### src/hdl/rgwc_pkg.sv
// rgwc_pkg: shared types and constants of the rtt gradient window controller
// no dependencies; imported by rgwc_ctrl, rgwc_dp and the top level
`default_nettype none

package rgwc_pkg;

    // default depth of the rtt sample ring
    localparam int unsigned WINDOW_DEF = 8;

    // field widths
    localparam int unsigned SEQ_W    = 32;
    localparam int unsigned TIME_W   = 32;
    localparam int unsigned RTT_W    = 16;
    localparam int unsigned CWND_W   = 24;
    localparam int unsigned PKT_W    = 16;
    localparam int unsigned STEP_W   = 8;
    localparam int unsigned FACTOR_W = 9;
    localparam int unsigned PCT_W    = 7;
    localparam int unsigned CFG_W    = 9;
    localparam int unsigned IDX_W    = 2;

    // constants of the update rule
    localparam logic [RTT_W-1:0]  RTT_MAX    = '1;
    localparam logic [CWND_W-1:0] CWND_MAX   = '1;
    localparam logic [CWND_W-1:0] CWND_RESET = 24'd256;
    localparam logic [CWND_W:0]   ONE_PACKET = 25'd256;
    localparam logic [7:0]        PCT_SCALE  = 8'd100;

    // configuration register indexes
    localparam logic [IDX_W-1:0] REG_INCREASE_STEP   = 2'd0;
    localparam logic [IDX_W-1:0] REG_DECREASE_FACTOR = 2'd1;
    localparam logic [IDX_W-1:0] REG_STABLE_PERCENT  = 2'd2;

    // configuration reset values
    localparam logic [STEP_W-1:0]   STEP_RESET   = 8'd59;
    localparam logic [FACTOR_W-1:0] FACTOR_RESET = 9'd192;
    localparam logic [PCT_W-1:0]    PCT_RESET    = 7'd3;

    // window action codes
    typedef enum logic [1:0] {
        ACT_HOLD    = 2'd0,
        ACT_INC     = 2'd1,
        ACT_BACKOFF = 2'd2,
        ACT_FIRST   = 2'd3
    } t_action;

    // controller states
    typedef enum logic [2:0] {
        ST_IDLE,
        ST_SAMPLE,
        ST_READ,
        ST_DRAIN,
        ST_STABLE,
        ST_UPDATE,
        ST_LOAD
    } t_state;

    // commands from controller to datapath
    typedef struct packed {
        logic capture;
        logic sample;
        logic read;
        logic stable;
        logic update;
        logic load;
    } t_dp_cmd;

    // status from datapath to controller
    typedef struct packed {
        logic last_read;
        logic out_free;
    } t_dp_sts;

endpackage

`default_nettype wire

### src/hdl/rgwc_ctrl.sv
// rgwc_ctrl: sequencing state machine of the window controller
// depends on rgwc_pkg; drives the command struct of rgwc_dp
`default_nettype none

module rgwc_ctrl
    import rgwc_pkg::*;
(
    input  wire logic    i_clk,
    input  wire logic    i_rst_n,
    input  wire logic    i_in_valid,
    output logic         o_in_ready,
    input  wire t_dp_sts i_sts,
    output t_dp_cmd      o_cmd
);

    t_state r_state;
    t_state n_state;

    // state register
    always_ff @(posedge i_clk) begin
        if (!i_rst_n) begin
            r_state <= ST_IDLE;
        end else begin
            r_state <= n_state;
        end
    end

    // next state
    always_comb begin
        n_state = r_state;
        case (r_state)
            ST_IDLE: begin
                if (i_in_valid) n_state = ST_SAMPLE;
            end
            ST_SAMPLE: n_state = ST_READ;
            ST_READ: begin
                if (i_sts.last_read) n_state = ST_DRAIN;
            end
            ST_DRAIN:  n_state = ST_STABLE;
            ST_STABLE: n_state = ST_UPDATE;
            ST_UPDATE: n_state = ST_LOAD;
            ST_LOAD: begin
                if (i_sts.out_free) n_state = ST_IDLE;
            end
            default: n_state = ST_IDLE;
        endcase
    end

    // outputs
    always_comb begin
        o_cmd      = '0;
        o_in_ready = 1'b0;
        case (r_state)
            ST_IDLE: begin
                o_in_ready    = 1'b1;
                o_cmd.capture = i_in_valid;
            end
            ST_SAMPLE: o_cmd.sample = 1'b1;
            ST_READ:   o_cmd.read   = 1'b1;
            ST_DRAIN:  o_cmd        = '0;
            ST_STABLE: o_cmd.stable = 1'b1;
            ST_UPDATE: o_cmd.update = 1'b1;
            ST_LOAD:   o_cmd.load   = i_sts.out_free;
            default:   o_cmd        = '0;
        endcase
    end

endmodule

`default_nettype wire

### src/hdl/rgwc_dp.sv
// rgwc_dp: datapath of the window controller: rtt ring, minimum scan,
// stability test, window update and result register; depends on rgwc_pkg
`default_nettype none

module rgwc_dp
    import rgwc_pkg::*;
#(
    parameter int unsigned WINDOW = WINDOW_DEF
) (
    input  wire logic                i_clk,
    input  wire logic                i_rst_n,
    input  wire t_dp_cmd             i_cmd,
    output t_dp_sts                  o_sts,
    input  wire logic                i_cfg_we,
    input  wire logic [IDX_W-1:0]    i_cfg_idx,
    input  wire logic [CFG_W-1:0]    i_cfg_data,
    input  wire logic [SEQ_W-1:0]    i_acked_sequence,
    input  wire logic [TIME_W-1:0]   i_send_time_ms,
    input  wire logic [TIME_W-1:0]   i_ack_time_ms,
    output logic                     o_out_valid,
    input  wire logic                i_out_ready,
    output logic [PKT_W-1:0]         o_window_packets,
    output logic [RTT_W-1:0]         o_min_rtt_ms,
    output logic [1:0]               o_window_action
);

    localparam int unsigned AW = (WINDOW > 1) ? $clog2(WINDOW) : 1;
    localparam int unsigned FW = $clog2(WINDOW + 1);
    localparam logic [AW-1:0] SLOT_LAST = AW'(WINDOW - 1);
    localparam logic [FW-1:0] FILL_FULL = FW'(WINDOW);

    // configuration registers
    logic [STEP_W-1:0]   r_step;
    logic [FACTOR_W-1:0] r_factor;
    logic [PCT_W-1:0]    r_pct;

    // per request state
    logic [RTT_W-1:0]  r_rtt;
    logic              r_first;
    logic [RTT_W-1:0]  r_ring [WINDOW];
    logic [RTT_W-1:0]  r_rd_data;
    logic              r_cmp_vld;
    logic [FW-1:0]     r_k;
    logic [RTT_W-1:0]  r_best;
    logic              r_stable;

    // persistent state
    logic [FW-1:0]     r_fill;
    logic [AW-1:0]     r_slot;
    logic [RTT_W-1:0]  r_prev;
    logic [CWND_W-1:0] r_cwnd;
    logic              r_grew;
    t_action           r_act;

    // result register
    logic              r_out_valid;
    logic [PKT_W-1:0]  r_out_pkts;
    logic [RTT_W-1:0]  r_out_min;
    t_action           r_out_act;

    logic [TIME_W:0]        n_diff;
    logic [RTT_W-1:0]       n_rtt;
    logic signed [RTT_W:0]  n_delta;
    logic signed [24:0]     n_lhs;
    logic signed [24:0]     n_rhs;
    logic                   n_stable;
    logic [CWND_W+FACTOR_W-1:0] n_prod;
    logic [CWND_W:0]        n_sum;
    logic [CWND_W:0]        n_wide;
    t_action                n_act;
    logic [CWND_W-1:0]      n_cwnd;

    // configuration writes
    always_ff @(posedge i_clk) begin
        if (!i_rst_n) begin
            r_step   <= STEP_RESET;
            r_factor <= FACTOR_RESET;
            r_pct    <= PCT_RESET;
        end else if (i_cfg_we) begin
            case (i_cfg_idx)
                REG_INCREASE_STEP:   r_step   <= i_cfg_data[STEP_W-1:0];
                REG_DECREASE_FACTOR: r_factor <= i_cfg_data;
                REG_STABLE_PERCENT:  r_pct    <= i_cfg_data[PCT_W-1:0];
                default: ;
            endcase
        end
    end

    // rtt of the incoming ack, saturated; ack before send also saturates
    always_comb begin
        n_diff = {1'b0, i_ack_time_ms} - {1'b0, i_send_time_ms};
        if (n_diff[TIME_W] || (n_diff[TIME_W-1:0] > TIME_W'(RTT_MAX))) begin
            n_rtt = RTT_MAX;
        end else begin
            n_rtt = n_diff[RTT_W-1:0];
        end
    end

    // request capture
    always_ff @(posedge i_clk) begin
        if (i_cmd.capture) begin
            r_rtt   <= n_rtt;
            r_first <= (i_acked_sequence == '0);
        end
    end

    // sample ring write port
    always_ff @(posedge i_clk) begin
        if (i_cmd.sample) begin
            r_ring[r_slot] <= r_rtt;
        end
    end

    // sample ring read port, registered
    always_ff @(posedge i_clk) begin
        r_rd_data <= r_ring[r_k[AW-1:0]];
    end

    // fill count and write slot
    always_ff @(posedge i_clk) begin
        if (!i_rst_n) begin
            r_fill <= '0;
            r_slot <= '0;
        end else if (i_cmd.sample) begin
            if (r_fill != FILL_FULL) r_fill <= r_fill + FW'(1);
            r_slot <= (r_slot == SLOT_LAST) ? '0 : r_slot + AW'(1);
        end
    end

    // minimum scan over stored samples, one entry a cycle
    always_ff @(posedge i_clk) begin
        if (!i_rst_n) begin
            r_cmp_vld <= 1'b0;
        end else begin
            r_cmp_vld <= i_cmd.read;
        end
    end

    always_ff @(posedge i_clk) begin
        if (i_cmd.sample) begin
            r_k    <= '0;
            r_best <= RTT_MAX;
        end else begin
            if (i_cmd.read) r_k <= r_k + FW'(1);
            if (r_cmp_vld && (r_rd_data < r_best)) r_best <= r_rd_data;
        end
    end

    assign o_sts.last_read = (FW'(r_k + FW'(1)) == r_fill);
    assign o_sts.out_free  = !r_out_valid || i_out_ready;

    // stability test: 100*(min-prev) < pct*prev, prev non-zero
    always_comb begin
        n_delta  = $signed({1'b0, r_best}) - $signed({1'b0, r_prev});
        n_lhs    = 25'(n_delta * $signed({1'b0, PCT_SCALE}));
        n_rhs    = $signed({2'b00, 23'(r_pct * r_prev)});
        n_stable = (r_prev != '0) && (n_lhs < n_rhs);
    end

    always_ff @(posedge i_clk) begin
        if (i_cmd.stable) r_stable <= n_stable;
    end

    // window update
    always_comb begin
        n_prod = r_cwnd * r_factor;
        n_sum  = {1'b0, r_cwnd};
        n_act  = ACT_HOLD;
        if (r_first) begin
            n_sum = {1'b0, r_cwnd} + ONE_PACKET;
            n_act = ACT_FIRST;
        end else if (r_stable) begin
            n_sum = {1'b0, r_cwnd} + (CWND_W+1)'(r_step);
            n_act = ACT_INC;
        end else if (r_grew) begin
            n_act = ACT_BACKOFF;
        end
        n_wide = (n_act == ACT_BACKOFF) ? n_prod[CWND_W+FACTOR_W-1:8] : n_sum;
        n_cwnd = n_wide[CWND_W] ? CWND_MAX : n_wide[CWND_W-1:0];
    end

    always_ff @(posedge i_clk) begin
        if (!i_rst_n) begin
            r_prev <= '0;
            r_cwnd <= CWND_RESET;
            r_grew <= 1'b0;
        end else if (i_cmd.update) begin
            r_prev <= r_best;
            r_cwnd <= n_cwnd;
            r_grew <= (n_cwnd > r_cwnd);
        end
    end

    always_ff @(posedge i_clk) begin
        if (i_cmd.update) r_act <= n_act;
    end

    // result register
    always_ff @(posedge i_clk) begin
        if (!i_rst_n) begin
            r_out_valid <= 1'b0;
        end else if (i_cmd.load) begin
            r_out_valid <= 1'b1;
        end else if (i_out_ready) begin
            r_out_valid <= 1'b0;
        end
    end

    always_ff @(posedge i_clk) begin
        if (i_cmd.load) begin
            r_out_pkts <= (r_cwnd[CWND_W-1:8] == '0) ? PKT_W'(1) : r_cwnd[CWND_W-1:8];
            r_out_min  <= r_prev;
            r_out_act  <= r_act;
        end
    end

    assign o_out_valid      = r_out_valid;
    assign o_window_packets = r_out_pkts;
    assign o_min_rtt_ms     = r_out_min;
    assign o_window_action  = r_out_act;

endmodule

`default_nettype wire

### src/hdl/rtt_gradient_window_controller.sv
// rtt_gradient_window_controller: a request passes capture, ring write, ring scan,
// drain, stability test, window update and result load in that order; the one-port
// ring scan reads one stored sample a cycle; one request is in work at a time, so
// a new request is accepted only after the previous result has been loaded.
// synchronous active-low reset: window one packet, ring empty, registers default
// depends on rgwc_pkg, rgwc_ctrl and rgwc_dp
`default_nettype none

module rtt_gradient_window_controller
    import rgwc_pkg::*;
#(
    parameter int unsigned WINDOW = WINDOW_DEF
) (
    input  wire logic               i_clk,
    input  wire logic               i_rst_n,
    input  wire logic               i_cfg_we,
    input  wire logic [IDX_W-1:0]   i_cfg_idx,
    input  wire logic [CFG_W-1:0]   i_cfg_data,
    input  wire logic               i_in_valid,
    output logic                    o_in_ready,
    input  wire logic [SEQ_W-1:0]   i_acked_sequence,
    input  wire logic [TIME_W-1:0]  i_send_time_ms,
    input  wire logic [TIME_W-1:0]  i_ack_time_ms,
    output logic                    o_out_valid,
    input  wire logic               i_out_ready,
    output logic [PKT_W-1:0]        o_window_packets,
    output logic [RTT_W-1:0]        o_min_rtt_ms,
    output logic [1:0]              o_window_action
);

    t_dp_cmd cmd;
    t_dp_sts sts;

    // sequencer
    rgwc_ctrl u_ctrl (
        .i_clk      (i_clk),
        .i_rst_n    (i_rst_n),
        .i_in_valid (i_in_valid),
        .o_in_ready (o_in_ready),
        .i_sts      (sts),
        .o_cmd      (cmd)
    );

    // datapath
    rgwc_dp #(
        .WINDOW (WINDOW)
    ) u_dp (
        .i_clk            (i_clk),
        .i_rst_n          (i_rst_n),
        .i_cmd            (cmd),
        .o_sts            (sts),
        .i_cfg_we         (i_cfg_we),
        .i_cfg_idx        (i_cfg_idx),
        .i_cfg_data       (i_cfg_data),
        .i_acked_sequence (i_acked_sequence),
        .i_send_time_ms   (i_send_time_ms),
        .i_ack_time_ms    (i_ack_time_ms),
        .o_out_valid      (o_out_valid),
        .i_out_ready      (i_out_ready),
        .o_window_packets (o_window_packets),
        .o_min_rtt_ms     (o_min_rtt_ms),
        .o_window_action  (o_window_action)
    );

`ifndef NO_ASSERTIONS
    // at most one datapath command a cycle
    a_cmd_onehot: assert property (@(posedge i_clk) disable iff (!i_rst_n)
        $onehot0({cmd.capture, cmd.sample, cmd.read, cmd.stable, cmd.update, cmd.load}))
        else $error("more than one datapath command");

    // an accepted request is written into the ring next cycle
    a_accept_sample: assert property (@(posedge i_clk) disable iff (!i_rst_n)
        (i_in_valid && o_in_ready) |=> cmd.sample)
        else $error("accepted request not sampled");

    // a result load always shows up as a valid result
    a_load_valid: assert property (@(posedge i_clk) disable iff (!i_rst_n)
        cmd.load |=> o_out_valid)
        else $error("loaded result not valid");

    // the scan stops after the last stored sample
    a_scan_end: assert property (@(posedge i_clk) disable iff (!i_rst_n)
        (cmd.read && sts.last_read) |=> !cmd.read)
        else $error("scan ran past the fill count");
`endif

endmodule

`default_nettype wire
### config.mk
export PLATFORM = sky130hd
export DESIGN_NAME = rtt_gradient_window_controller
export DESIGN_NICKNAME = d
export VERILOG_FILES = /design/src/hdl/rgwc_pkg.sv /design/src/hdl/rgwc_ctrl.sv /design/src/hdl/rgwc_dp.sv /design/src/hdl/rtt_gradient_window_controller.sv
export SDC_FILE = /design/constraint.sdc
export NUM_CORES = 1
export LEC_CHECK = 0
export BUFFER_PORTS_ARGS = -buffer_cell sky130_fd_sc_hd__buf_4
export CORE_ASPECT_RATIO = 0.9
export CORE_MARGIN = 2
export CORE_UTILIZATION = 35
export CTS_CLUSTER_DIAMETER = 120
export DETAILED_ROUTE_END_ITERATION = 12
export GPL_ROUTABILITY_DRIVEN = 0
export PLACE_DENSITY_LB_ADDON = 0.05
export SLEW_MARGIN = 40
export SYNTH_ARGS = -nofsm -noshare
export SYNTH_HDL_FRONTEND = slang
export SYNTH_SLANG_ARGS = --single-unit
### constraint.sdc
create_clock -name i_clk -period 18.17 [get_ports i_clk]
set_input_delay 1.817 -clock i_clk [delete_from_list [all_inputs] [get_ports i_clk]]
set_output_delay 1.817 -clock i_clk [all_outputs]
set_load 0.05 [all_outputs]
# After elaboration in Yosys (flattened, before gate mapping)
# Memory sizes are Yosys's and may differ from the RTL's. A register that Yosys moved wholly into a read port is not among the register bits.
# Index checks and enable logic that the tools add are counted.
# W data, S select, Z words.
# totals
ramBits	128
input_bits	112
register_bits	151
elab_cells	89
mem_count	1
output_inout_bits	36
# classes
eq_ne	15
multipliers	3
addsub	7
n_reduce_logical	16
n_lt_le_gt_ge	4
mux	23
# memory_table
memory	words	width	rd	rd_ports_with_merged_regs	wr	line	source
u_dp.r_ring	8	16	1	1	1	rgwc_dp.sv:40	logic [RTT_W-1:0] r_ring [WINDOW];
# op_table
cell	count
$mux W25	3
$mul A24 B9 Y33	1
$sub A32 B32 Y33	1
$gt A32 B16 Y1 const B	1
$logic_not A32 Y1	1
$add A24 B8 Y25	1
$add A24 B9 Y25 const B	1
$lt A25 B24 Y1	1
$gt A24 B24 Y1	1
$mux W24	1
$mul A17 B6 Y23 const B	1
$mul A7 B16 Y23	1
$pmux W3 S7	1
$sub A16 B16 Y17	1
$logic_not A16 Y1	1
$lt A16 B16 Y1	1
$reduce_bool A16 Y1	1
$eq A3 B3 Y1 const B	4
$mux W3	4
$mux W1	11
$add A4 B1 Y4 const B	2
$reduce_and A2 Y1	4
$eq A3 B2 Y1 const B	2
$mux W2	3
other kinds (15)	19

# Depth between registers and ports, before layout
# Gate-level depths: netlist (run 1).
# depth
word_depth	7
depth_mapped	34
ltp_nobuf	32

# Hierarchy
# Synthesis (run 1) repeated with hierarchy kept, for this count alone.
# hier_totals
cells_unflattened	2887
hier_area_um2	27736.6
# modules_own_cells
mod	area_per_inst_um2	seq_area_each_um2	n_inst	cells_per_inst
rgwc_dp	27482.6	7667.4	1	2856
rgwc_ctrl	254.0	60.1	1	31

# Worst setup path after synthesis (run 1)
# Ideal clock, no wire load.
# synth_path
path_type	register to register
startpoint	reg u_dp.r_factor[2]
endpoint	reg u_dp.r_grew
setup_time_ps	59
required_time_ps	18111
path_stages_with_launch	33
period_less_slack_ps	7113
path_slack_ps	11057
t_arrival_ps	7053
path_buffers	4
path_cell_list	dfxtp_1 clkbuf_1 clkbuf_1 nand2_1 fa_1 inv_1 fa_1 fa_1 inv_1 fa_1 inv_1 ha_1 a21oi_1 o21ai_1 a31oi_1 a21boi_1 o311a_1 a211o_1 a21oi_2 xnor2_1 a32oi_1 buf_4 buf_6 nand2_1 ha_1 nand4_1 nor3_1 nand3_1 or3_1 nor3_1 nor3_1 o31ai_1 and2_1
# synth_via
elab_chain_len	4
# synth_rtl
item	line	source
from (decl)	rgwc_dp.sv:34	logic [FACTOR_W-1:0] r_factor;
from (signal assigned)	rgwc_dp.sv:82	REG_DECREASE_FACTOR: r_factor <= i_cfg_data;
$mul A24 B9 Y33	rgwc_dp.sv:166	n_prod = r_cwnd * r_factor;
$mux W25	rgwc_dp.sv:178	n_wide = (n_act == ACT_BACKOFF) ? n_prod[CWND_W+FACTOR_W-1:8] : n_sum;
$mux W24	rgwc_dp.sv:179	n_cwnd = n_wide[CWND_W] ? CWND_MAX : n_wide[CWND_W-1:0];
via u_dp.n_cwnd[20]	rgwc_dp.sv:71	logic [CWND_W-1:0] n_cwnd;
$gt A24 B24 Y1	rgwc_dp.sv:190	r_grew <= (n_cwnd > r_cwnd);
to (signal assigned)	rgwc_dp.sv:190	
to (decl)	rgwc_dp.sv:52	logic r_grew;
# The timed path passes the listed nets, and every way through them passes these cells.
# A chain may end at the register's enable or synchronous reset.

# Final worst setup path (run 1)
# layout_path
startpoint	reg u_dp.r_factor[4]
endpoint	reg u_dp.r_grew
# Same word-level chain as after synthesis.

==> impl_results.md, run 1 <==
- List of most frequent post-synthesis cells: inv_1 (450), nand2_1 (341), ha_1 (265)
- Ranking of synthesized cells by area: edfxtp_1 (20%), fa_1 (18%), ha_1 (12%)
- Run status: complete, no violations
- Global-route wire length before repair: about 110 mm
- # resized after CTS: 0
- Post-synth EDFFs: 182
- DR DRC count: 0
- Synth area leader: edfxtp_1
- Vias in the first global route: 20900
- HPWL after DPL: roughly 53 mm
- Synth Instances: slightly below 3000
- Syn nets: 3501
- CTS tree: yes
- Antenna Cells: 0
- CP Class: reg -> reg
- I/O pin total: ~150
- CTS root buf: clkbuf_16
- Fraction of the cycle the final worst path needs: roughly 46%
- VDD IR max: around 0.28 mV
- RR Endpoint: u_dp.r_grew$_SDFFE_PN0N_
- Setup Skew: between 0.02 and 0.025 ns
- Cells on worst reg2reg path: 28
- Max-slew violation count: 0
- CP Launch Point: u_dp.r_factor[4]$_SDFFE_PN0P_
- Worst setup endpoint: u_dp.r_grew$_SDFFE_PN0N_
- Leak Pwr: between 10 and 15 nW
- Reg2reg start: u_dp.r_factor[4]$_SDFFE_PN0P_
- Initial antenna violation count: 0
- Core Util, Final: between 30% and 40%
- Slowest cell on the critical path: dfxtp_1
- Top FF cell, synth: edfxtp_1
- Final worst setup slack: around 9.8 ns
- Final setup violating endpoints: 0
- Die ar.: 80700 µm²
- Setup bufs post-CTS: 0
- Worst-margin pin slew: around 0.86 ns
- Count of different cell masters after synthesis: 77
- Largest net degree at the start of global routing: between 70 and 80
- Total core area: 77800 µm²
- Tot GR Track Use: roughly 18%
- #FFs+latches synth: 295
- Rows: 97
- Final Net Count: about 3600
- Count leader, synth: inv_1
- Routed Wire Length: 70.8 mm
- DRT antenna net count: 0
- Via Count: around 20000
- Share of layout cells above drive strength 1: a little over a tenth
- Tmin final: approximately 8.3 ns
- Clock tree buffer depth: 3
- DR WL/cell: between 15 and 20 µm
- Post-synth top area share: ~20%
- P per Cell Area: 181 nW/µm²
- Die span in y: between 200 and 300 µm
- Inserted Clock Buffers: 37
- Slew headroom: a little over two fifths
- Critical path peak fanout: 48
- Drt first-iter violations: around 850
- Most common cell on crit path: fa_1
- Worst hold slack: ~0.46 ns
- Avg Vias per Cell: about 5
- Mapped Avg Cell Area: 9.53 µm²
- Hold Fails Final Rpt: 0
- Hold WC Path Type: reg -> reg
- CP arrival: between 8 and 9 ns
- Synth Warn #: 0
- Ys async rst share: 0%
- First-pass DRT Iterations: 5
- Setup crit start kind: register
- Hold Buf Count CTS: 0
- R2r setup slk: ~9.8 ns
- Die W: about 300 µm
- H-tree levels: 2
- Area grow syn2layout: 12.2%
- Slowest Stage Delay on Critical Path: between 0.8 and 0.9 ns
- Max-Cap Viols: 0
- Gr ovfl total: 0
- Seq/Total Area, Yosys: approximately 28%
- RSZ-0062 raised after global routing: false
- Fmax: 0.120 GHz
- Synthesized area: approximately 27000 µm²
- Clk slew on worst S/H paths: ~0.060 ns
- Pre-CTS setup slack: ~10 ns
- Setup TNS: 0 ns
- Port Buffer Count: 147
- CP Capture Type: register
- Clk_lat worst skew: around 0.57 ns
- Clock sink count: 295
- Required @ worst endpoint: 18.62 ns
- Starting Density: 35.3%
## logic make-up after synthesis
| kind of cell | share of synthesized area (%) |
|---|---|
| xor gates and xnor gates | 3.70 |
| AOI/OAI and AO/OA | 11.2 |
| muxes | 4.09 |
| adders and majority gates | 29.6 |
| DFF | 28.1 |
| buffers and inverters | 8.26 |
| and+or+nand+nor | 15.0 |
## placed cells by master, fill, tap and decap left out, types with 35 or more instances in the layout
cell type	count
a21o_1	54
xnor2_1	77
o211ai_1	40
buf_4	174
and2_1	177
o21ai_0	92
dfxtp_1	104
xor2_1	39
edfxtp_1	182
a21oi_1	116
inv_1	450
fa_1	241
a31oi_1	35
clkbuf_16	38
ha_1	265
nand2_1	340
nor2_1	77
## worst max-delay path, delay by kind of cell (launching register included)
kind / cells / cell delay [ns]
flops: 1 / 0.88
buf+inv: 4 / 0.81
xor+xnor: 1 / 0.09
compound gates: 10 / 2.15
fa+ha+maj: 6 / 2.64
simple gates: 7 / 1.63
## registers in the layout (all words and copies together) (netlist names), 7 cells and up
name	flops
u_dp.r_cwnd	24
u_dp.r_rtt	16
u_dp.o_window_packets	16
u_dp.r_ring	128
u_dp.o_min_rtt_ms	16
u_dp.r_best	16
u_dp.r_pct	7
u_dp.r_rd_data	16
u_dp.r_prev	16
u_dp.r_step	8
u_dp.r_factor	9
## where the power goes
part           internal [mW]  switching, mW  total [mW]  leakage [nW]
Sequential             0.750         0.0635       0.814          2.43
Combinational           1.90           2.14        4.04          10.9
Clock                  0.427          0.304       0.731         0.591
Total                   3.08           2.50        5.58          13.9
## final cells by class
| class | count | area, µm² |
|---|---|---|
| Tap cell | 1039 | 1300 |
| Clock inverter | 20 | 221 |
| Clock buffer | 48 | 1010 |
| Timing Repair Buffer | 174 | 1310 |
| Inverter | 451 | 1690 |
| Fill cell | 7778 | 47000 |
| Multi-Input combinational cell | 1992 | 17600 |
| Sequential cell | 295 | 7740 |
## routing by layer
layer	global-route usage, %	part of all wire, %
met1	25.0	48
met2	29.1	46
met3	2.51	4.0
met4	2.78	1.2
met5	0	0
## per-stage QoR
stage	instance area [µm²]	total power [mW]	instances
after detailed placement	29600	4.90	3951
after global routing	30800	6.31	4019
after global placement	29600	4.83	3950
final	30800	5.58	4019
after floorplan	27500	4.01	2883
after CTS	30800	5.69	4019
## worst min-delay path by stage
stage | start | endpoint | cells after the start
CTS | u_dp.r_act[0]$_DFFE_PN_ | u_dp.o_window_action[0]$_DFFE_PP_ | 0
floorplan | u_dp.r_act[0]$_DFFE_PN_ | u_dp.o_window_action[0]$_DFFE_PP_ | 0
global placement | u_dp.r_step[6]$_SDFFE_PN0P_ | u_dp.r_step[6]$_SDFFE_PN0P_ | 2
finish | u_dp.r_act[0]$_DFFE_PN_ | u_dp.o_window_action[0]$_DFFE_PP_ | 0
detailed placement | u_dp.r_act[0]$_DFFE_PN_ | u_dp.o_window_action[0]$_DFFE_PP_ | 0
global route | u_dp.r_act[0]$_DFFE_PN_ | u_dp.o_window_action[0]$_DFFE_PP_ | 0
No activity file was read; power rests on OpenSTA's default activity.
==> run 2, diff against run 1 <==
==> constraint.sdc (replaced) <==
create_clock -name i_clk -period 8.2 [get_ports i_clk]
set_input_delay 0.82 -clock i_clk [delete_from_list [all_inputs] [get_ports i_clk]]
set_output_delay 0.82 -clock i_clk [all_outputs]
set_load 0.05 [all_outputs]
==> impl_results.md, run 2 (synthesis gave the netlist of run 1 again) <==
- Initial antenna violation count: 2 (+2)
- Gr ovfl total: 0 (unchanged)
- Largest Register: u_dp.r_ring
- Slew headroom: 44.0% (+1.5 points)
- Core Util, Final: 40.1% (+0.50 points)
- Max FFs per register: 128 (unchanged)
- Tot GR Track Use: 17.9% (+0.23 points)
- Worst-margin pin slew: 0.832 ns (-0.0287 ns)
- Most common cell on crit path: fa_1
- Run status: complete, no violations
- Inserted Clock Buffers: 37 (unchanged)
- Post-DP Area: 29900 µm² (+1.2%)
- Final setup violating endpoints: 0 (unchanged)
- Antenna Cells: 0 (unchanged)
- P per Cell Area: 398 nW/µm² (+120%)
- Finished Cell Area: 31200 µm² (+1.3%)
- CP Capture Type: register
- VDD IR max: 0.747 mV (+170%)
- CP Class: reg -> reg
- Most frequent cells in the layout: inv_1 (450), nand2_1 (341), ha_1 (265)
- Max-slew violation count: 0 (unchanged)
- Fraction of the cycle the final worst path needs: 93.6% (+48 points)
- DRT antenna net count: 0 (unchanged)
- I/O pin total: 148 (unchanged)
- Biggest regs: u_dp.r_ring (128), u_dp.r_cwnd (24)
- Routed Wire Length: 71.6 mm (+1.1%)
- Avg Vias per Cell: 4.94 (-0.57%)
- CTS tree: yes
- Die W: 299 µm (unchanged)
- Slowest Stage Delay on Critical Path: 0.58 ns (-0.30 ns)
- Clk_lat worst skew: 0.56 ns (about the same)
- Die ar.: 80700 µm² (unchanged)
- DR WL/cell: 17.6 µm (about the same)
- Clk slew on worst S/H paths: 0.06 ns (about the same)
- Setup Skew: 0.0251 ns (+0.00305 ns)
- Global-route wire length before repair: 115 mm (+0.37%)
- Slowest cell on the critical path: dfxtp_1
- Die span in y: 270 µm (unchanged)
- Setup TNS: 0 ns (unchanged)
- Vias in the first global route: 21200 (+1.2%)
- Commonest non-fill, non-tap cell in the layout: inv_1
- Max-Cap Viols: 0 (unchanged)
- Finished Layout Cells: 4066 (+1.2%)
- Rows: 97 (unchanged)
- Leak Pwr: 14.2 nW (+2.0%)
- HPWL after DPL: 55.3 mm (+4.6%)
- Hold WC Path Type: reg -> reg
- Largest net degree at the start of global routing: 79 (unchanged)
- Clock sink count: 295 (unchanged)
- Setup crit start kind: register
- CTS root buf: clkbuf_16
- Share of layout cells above drive strength 1: 12.4% (+1.5 points)
- RSZ-0062 raised after global routing: false
- Port Buffer Count: 147 (unchanged)
- Clock tree buffer depth: 3 (unchanged)
- Tmin final: 7.68 ns (-0.643 ns)
- Total core area: 77800 µm² (unchanged)
- Total power: 12.4 mW (+120%)
- Required @ worst endpoint: 8.65 ns (-9.97 ns)
- DR DRC count: 0 (unchanged)
- H-tree levels: 2 (unchanged)
- Area grow syn2layout: 13.6%
- Fmax: 0.130 GHz (+8.4%)
- Drt first-iter violations: 1038 (+22%)
- Hold Fails Final Rpt: 0 (unchanged)
- Starting Density: 35.3% (unchanged)
- Placed insts: 3998 (+1.2%)
- Critical path peak fanout: 25 (-48%)
- CP arrival: 8.13 ns (-0.64 ns)
- First-pass DRT Iterations: 5 (unchanged)
- Via Count: 20100 (+0.59%)
- Final Net Count: 3616 (+1.3%)
run 2: routing by layer:
layer | track usage, % | up-vias | wire length [µm] | part of all wire (%)
met5 | 0 | - | 24 | 0.034
met1 | 24.8 | 9827 | 34200 | 48
met2 | 29.7 | 375 | 33200 | 46
met3 | 2.47 | 80 | 2880 | 4.0
met4 | 3.66 | 4 | 1300 | 1.8
li1 | - | 9810 | - | -
run 2: path summary, 6_finish.rpt:
kind | start | to | slack [ns] | depth (start not counted)
min reg2reg | u_dp.r_step[5]$_SDFFE_PN1P_ | u_dp.r_step[5]$_SDFFE_PN1P_ | 0.49 | 2
max reg2reg | u_dp.r_factor[3]$_SDFFE_PN0P_ | u_dp.r_grew$_SDFFE_PN0N_ | 0.52 | 27
min | u_dp.r_step[5]$_SDFFE_PN1P_ | u_dp.r_step[5]$_SDFFE_PN1P_ | 0.49 | 2
max | u_dp.r_factor[3]$_SDFFE_PN0P_ | u_dp.r_grew$_SDFFE_PN0N_ | 0.52 | 27
run 2: final cells by class:
cell class                      count  area (µm²)
Clock buffer                       49        1030
Clock inverter                     19         216
Fill cell                        7726       46600
Inverter                          451        1690
Multi-Input combinational cell   1992       17600
Sequential cell                   295        7740
Tap cell                         1039        1300
Timing Repair Buffer              221        1690
run 2: metrics by stage:
stage                     hold WS [ns]  setup slack (ns)
after floorplan                  0.400              1.09
after global placement           0.469             0.593
after detailed placement         0.477             0.408
after CTS                        0.490             0.386
after global routing             0.505           0.00435
final                            0.491             0.521
run 2: power by group:
part           switching [mW]  internal, mW  total [mW]
sequential              0.107          1.66        1.77
combinational            4.77          4.23        9.00
clock                   0.698         0.940        1.64
total                    5.58          6.84        12.4
run 2: what timing repair did:
item	4_1_cts	5_1_grt
buffers inserted	0	0
hold buffers	0	0
resized for setup	0	13
setup endpoints to repair	0	1
run 2: worst max-delay path: cells and delay by family (launching register included):
kind | cells | cell delay [ns]
flops | 1 | 0.58
fa+ha+maj | 6 | 2.62
buf+inv | 4 | 0.59
simple gates | 7 | 1.65
xor+xnor | 1 | 0.11
compound gates | 9 | 1.99
